<file path="config.mk">
export PLATFORM = sky130hd
export DESIGN_NAME = gkr_ctrl
export DESIGN_NICKNAME = d
export VERILOG_FILES = /design/src/rtl/core/gkr_pkg.sv /design/src/rtl/core/gkr_ctrl.sv
export SDC_FILE = /design/constraint.sdc
export NUM_CORES = 1
export LEC_CHECK = 0
export ABC_AREA = 1
export BUFFER_PORTS_ARGS = -buffer_cell sky130_fd_sc_hd__buf_4
export CORE_AREA = 2 2 39 41
export DETAILED_ROUTE_END_ITERATION = 10
export DIE_AREA = 0 0 41 43
export HOLD_SLACK_MARGIN = 0.08
export PLACE_DENSITY = 0.68
export SETUP_SLACK_MARGIN = 0.1
export SYNTH_ARGS = -nofsm -noshare
export SYNTH_HDL_FRONTEND = slang
export SYNTH_SLANG_ARGS = --single-unit
</file>
<file path="constraint.sdc">
create_clock -name clk -period 2.7 [get_ports clk]
set_input_delay 0.27 -clock clk [delete_from_list [all_inputs] [get_ports clk]]
set_output_delay 0.27 -clock clk [all_outputs]
set_load 0.01 [all_outputs]
</file>
<file path="src/rtl/core/gkr_pkg.sv">
// ============================================================================
// Grouped key ring registry package
// Shared constants, codes, controller states and command/status records.
// ============================================================================
`default_nettype none

package gkr_pkg;

  localparam int KEY_SLOTS = 256;
  localparam int GROUPS    = 8;
  localparam int SLOT_AW   = $clog2(KEY_SLOTS);     // slot / key index width
  localparam int MARK_W    = SLOT_AW + 1;           // key or slot with empty mark
  localparam int GRP_W     = $clog2(GROUPS);
  localparam int GMARK_W   = GRP_W + 1;             // group with no-group mark
  localparam int BND_AW    = GRP_W + 1;             // bound table index
  localparam int LOOP_W    = GRP_W + 1;

  typedef enum logic [1:0] {
    FN_ADD    = 2'd0,
    FN_REMOVE = 2'd1,
    FN_READ   = 2'd2,
    FN_CLEAR  = 2'd3
  } fn_t;

  typedef enum logic [3:0] {
    ST_WIPE,
    ST_IDLE,
    ST_LOOK,
    ST_CHK,
    ST_APL,
    ST_SHR,
    ST_SHW,
    ST_RMW,
    ST_RDI,
    ST_RDQ,
    ST_CLR,
    ST_FIN
  } state_t;

  typedef struct packed {
    logic ld;          // capture transaction fields
    logic clr_step;    // one wipe sweep step
    logic add_head;    // grow target group by one slot
    logic add_place;   // place new key, capture displaced content
    logic sh_read;     // shift next neighbor bounds, fetch slot
    logic sh_write;    // store carried key in shifted slot
    logic rm_head;     // pull bound in, fetch filler key
    logic rm_write;    // fill the hole
    logic rd_issue;    // fetch slot for read
    logic rd_take;     // capture read result
    logic set_err;     // refuse transaction
  } cmd_t;

  typedef struct packed {
    fn_t  func;
    logic absent;      // key carries no group mark
    logic full;        // every slot taken
    logic more;        // another neighbor must shift
    logic sweep_last;  // wipe sweep at its final slot
  } stat_t;

endpackage

`default_nettype wire

</file>
<file path="src/rtl/core/gkr_ctrl.sv">
// ============================================================================
// Registry controller
// Sequences lookups, group shifts, hole fills, reads and wipe sweeps.
// ============================================================================
`default_nettype none

module gkr_ctrl (
  input  wire logic          clk,
  input  wire logic          rst,
  input  wire logic          start,
  input  wire gkr_pkg::stat_t st,
  output gkr_pkg::cmd_t      cmd,
  output logic               busy,
  output logic               done
);
  import gkr_pkg::*;

  state_t state, state_next;

  // state register
  always_ff @(posedge clk) begin
    if (rst) begin
      state <= ST_WIPE;
    end else begin
      state <= state_next;
    end
  end

  // next state and commands
  always_comb begin
    state_next = state;
    cmd        = '0;
    busy       = 1'b1;
    done       = 1'b0;
    unique case (state)
      ST_WIPE: begin
        cmd.clr_step = 1'b1;
        if (st.sweep_last) state_next = ST_IDLE;
      end
      ST_IDLE: begin
        busy = 1'b0;
        if (start) begin
          cmd.ld = 1'b1;
          unique case (st.func)
            FN_ADD, FN_REMOVE: state_next = ST_LOOK;
            FN_READ:           state_next = ST_RDI;
            FN_CLEAR:          state_next = ST_CLR;
            default:           state_next = ST_CLR;
          endcase
        end
      end
      ST_LOOK: state_next = ST_CHK;
      ST_CHK: begin
        if (st.func == FN_ADD) begin
          if (!st.absent || st.full) begin
            cmd.set_err = 1'b1;
            state_next  = ST_FIN;
          end else begin
            cmd.add_head = 1'b1;
            state_next   = ST_APL;
          end
        end else begin
          if (st.absent) begin
            cmd.set_err = 1'b1;
            state_next  = ST_FIN;
          end else begin
            cmd.rm_head = 1'b1;
            state_next  = ST_RMW;
          end
        end
      end
      ST_APL: begin
        cmd.add_place = 1'b1;
        state_next    = st.more ? ST_SHR : ST_FIN;
      end
      ST_SHR: begin
        cmd.sh_read = 1'b1;
        state_next  = ST_SHW;
      end
      ST_SHW: begin
        cmd.sh_write = 1'b1;
        state_next   = st.more ? ST_SHR : ST_FIN;
      end
      ST_RMW: begin
        cmd.rm_write = 1'b1;
        state_next   = ST_FIN;
      end
      ST_RDI: begin
        cmd.rd_issue = 1'b1;
        state_next   = ST_RDQ;
      end
      ST_RDQ: begin
        cmd.rd_take = 1'b1;
        state_next  = ST_FIN;
      end
      ST_CLR: begin
        cmd.clr_step = 1'b1;
        if (st.sweep_last) state_next = ST_FIN;
      end
      ST_FIN: begin
        done       = 1'b1;
        state_next = ST_IDLE;
      end
      default: state_next = ST_WIPE;
    endcase
  end

endmodule

`default_nettype wire

</file>
Word level (Yosys, flattened, before mapping)
Index checks and enable logic that the tools add are counted.
{"block": "totals", "regBits": 4, "inputBits": 9, "output_inout_bits": 13, "elab_cells": 57}
{"block": "op_classes", "n_eq_ne": 17, "muxes": 30, "reduce_logical": 9}
{"op": "$pmux W4 S10", "count": 1}
{"op": "$mux W4", "count": 7}
{"op": "$mux W1", "count": 21}
{"op": "$eq A4 B3 Y1 const B", "count": 4}
{"op": "$eq A4 B4 Y1 const B", "count": 4}
{"op": "$pmux W4 S3", "count": 1}
{"op": "$eq A4 B2 Y1 const B", "count": 2}
{"op": "$reduce_or A2 Y1", "count": 4}
{"op": "$ne A2 B2 Y1 const B", "count": 3}
{"op": "$eq A2 B2 Y1 const B", "count": 2}
{"op": "$eq A4 B1 Y1 const B", "count": 1}
{"op": "$logic_not A4 Y1", "count": 1}
{"op": "$reduce_and A3 Y1", "count": 1}
{"op": "$eq A2 B1 Y1 const B", "count": 1}
{"op": "$logic_not A2 Y1", "count": 1}
{"op": "$logic_not A1 Y1", "count": 1}
{"op": "$logic_or A1 B1 Y1", "count": 1}

Longest topological paths before layout
{"block": "depth", "depth_word": 5, "mapped_depth": 9, "ltp_nobuf": 9}

Least setup slack after synthesis
Ideal clock, no wire load.
{"block": "synth_timing", "path_kind": "flip-flop to output port", "startpoint": "register state[1]", "endpoint": "output port cmd[4] (netlist bit)", "arrival_time_ns": 0.976, "t_required_ns": 2.430, "setup_slack_ns": 1.454, "stages_incl_launch_ff": 3, "path_buffers": 0, "cell_sequence": "dfxtp_1 > nand2_1 > nor4_1"}
{"element": "start, declared", "line_no": "gkr_ctrl.sv:18", "rtl": "state_t state, state_next;"}
{"element": "start signal, assigned", "line_no": "gkr_ctrl.sv:25", "rtl": "state <= state_next;"}
{"element": "end, declared", "line_no": "gkr_ctrl.sv:12", "rtl": "output gkr_pkg::cmd_t cmd,"}

==> flow_metrics.tcl <==
set metrics [dict create \
    status "complete, no violations" \
    slowest_delay_ps 450 \
    dieArea_um2 1760 \
    fin_tns_setup_ps 0 \
    hold_buffers 0 \
    post_cts_resized 0 \
    clk_pin_slew_ps 40 \
    initial_core_util 0.354 \
    place_ws_ps 1350 \
    hold_end "state[1]$_SDFFE_PP0P_" \
    synth_top_cell_by_area "nand2_1" \
    multi_input_area_um2 324 \
    cp_data_required_time_ps 2430 \
    routedWlPerCell_um 9.01 \
    cp.arrival_ps 1290 \
    yosysMostFrequentCell "nand2_1" \
    synth.top_cells.by_area "nand2_1, dfxtp_1, inv_1" \
    layout.cells.non_filler 134 \
    postCtsSetupRepairBufs 0 \
    ir_worst_vdd_uv 287 \
    async_reset_ff_frac 0 \
    num-nets-final 129 \
    grt_first_pass_wirelength_um 1930 \
    max_slew_margin 0.804 \
    path_cells "inv_2 > nor2_4 > inv_1 > nor3_1 > buf_4" \
    drc_errors 0 \
    setup_ws_ps 1140 \
    cts.htree.levels 1 \
    netSwitchingPower_uw 223 \
    syn_nets 103 \
    leakage_uw 0.000451 \
    power.internal_uw 244 \
    grtUsageMet2 0.234 \
    cp_max_fo 5 \
    fp.dieW_um 41 \
    drtAntennaViolNets 0 \
    io_buffers 21 \
    cts_root_buffer "clkbuf_4" \
    final_cell_area_um2 691 \
    routed_wirelength_um 1210 \
    grt_overflow 0 \
    synth_top_area_frac 0.184 \
    p_comb_frac 0.630 \
    synth.distinct_cells 15 \
    min_period_over_period 0.578 \
    whs_path_depth 2 \
    drtPass1Iterations 4 \
    viasPerCell 4.47 \
    syn_inst 94 \
    r2r_slack_ps 1480 \
    grt_util_met3 0.0314 \
    grt_usage 0.155 \
    core_um2 1380 \
    numCtsBuffers 3 \
    cts_tree "done" \
    power_uw 467 \
    grt_max_degree 6 \
    ys_ff_latch 4 \
    largest_register_ffs 4 \
    grt_busiest_layer "met2" \
    syn2layout_area_growth_pct 40.8 \
    reg2reg_from "state[2]$_SDFFE_PP0P_" \
    clk_latency_ps 230 \
    grt_pass1_vias 494 \
    worst-path-buf-inv 3 \
    worst_path_max_delay_cell "dfxtp_1" \
    crit_family "flip-flops" \
    largestRegisters "state (4)" \
    max_flop_register "state" \
    syn_area_um2 490 \
    diodes 0 \
    cts.sinks 4 \
    dp_hpwl_um 1040 \
    worst_hold_path_type "input port to flip-flop" \
    ys.flop_type "dfxtp_1" \
    ff2ff_path_depth 9 \
    cp-end-kind "output pin" \
    period_needed_ps 1560 \
    finalHoldViolCount 0 \
    cts_buffer_depth 2 \
    seqPwrFrac 0.215 \
    rsz0062_at_grt "false" \
    die_y_um 43 \
    synth_edf_count 0 \
    antenna_found_initial 0 \
    crit_type "flip-flop to output pin" \
    grt_use_met1 0.215 \
    finalClockSkew_ps 0.956 \
    num_vias 599 \
    p_sw_frac 0.478 \
    synth_common_cells "nand2_1, inv_1, nor2_1" \
    fill_cells 147 \
    hp-start "rst" \
    r2r-end "state[1]$_SDFFE_PP0P_" \
    top_level_ports 22 \
    start_kind "flip-flop" \
    max_freq_mhz 640 \
    worst_pin_slew_ps 292 \
    globalplace.congestion 0.821 \
    drive_above_1_share 0.297 \
    placed_cells 131 \
    avgSynthCellArea_um2 5.22 \
    power.density_nw_per_um2 676 \
    slew_viol_final 0 \
    cp_num_cells 5 \
    cap_violations 0 \
    seq_area_um2 80.1 \
    num_rows 14 \
    setup_viol 0 \
    ys_seq_area_frac 0.163 \
    p_clk_frac 0.155 \
    yosys_warnings 0 \
    drtIter0Drc 14 \
    dpl_cell_area_um2 668 \
]
-- layout by cell type, fill, tap and decap left out --
cell / n
o21ai_0: 2
nand2_1: 24
nand3_2: 1
nand3_1: 9
a31oi_1: 1
buf_4: 21
dfxtp_1: 4
nor4_1: 1
a21oi_1: 5
nand2_2: 3
clkbuf_4: 3
inv_2: 2
nor2_4: 4
nor2_1: 15
nor2_2: 1
inv_1: 21
nor3_1: 1
-- power groups by stage --
stage                     sequential [µW]  clock [µW]  combinational (µW)
final                                 100        72.4                 294
after global routing                  103        80.2                 333
after CTS                            99.1        73.9                 295
after detailed placement              100           0                 294
after global placement               98.7           0                 295
after floorplan                      96.6           0                 203
-- how the worst max path moves through the flow --
stage / from / end / slack, ps
2_1_floorplan: state[1]$_SDFFE_PP0P_ / cmd[4] / 1450
3_3_place_gp: state[2]$_SDFFE_PP0P_ / cmd[5] / 1360
3_5_place_dp: state[2]$_SDFFE_PP0P_ / cmd[5] / 1350
4_1_cts: state[2]$_SDFFE_PP0P_ / cmd[5] / 1110
5_1_grt: state[2]$_SDFFE_PP0P_ / cmd[5] / 1020
6_report: state[2]$_SDFFE_PP0P_ / cmd[5] / 1140
-- layer usage --
metal,share of wire,vias to the layer above,routed length (µm)
met5,0,-,0
met4,0.0066,0,8
met3,0.044,2,53
met2,0.48,17,578
met1,0.47,245,566
li1,-,335,-
-- kinds of logic (layout without fill, tap and decap cells) --
| logic type | Yosys count | in the layout | synth area share |
|---|---|---|---|
| flops | 4 | 4 | 0.163 |
| simple gates | 59 | 59 | 0.577 |
| buf+inv | 23 | 47 | 0.176 |
| compound gates | 8 | 8 | 0.0842 |
-- area by class of cell --
class / instances / area share
timing repair buffer: 21 / 0.228
clock buffer: 3 / 0.0326
sequential: 4 / 0.116
tap: 16 / 0.0290
multi-input combinational: 67 / 0.469
inverter: 23 / 0.125
-- stage by stage --
stage          hold WS [ps]  utilization
2_1_floorplan           339            -
3_3_place_gp            462        0.483
3_5_place_dp            463        0.483
4_1_cts                 223        0.499
5_1_grt                 216        0.499
6_report                223        0.499
No activity file was read; power rests on OpenSTA's default activity.
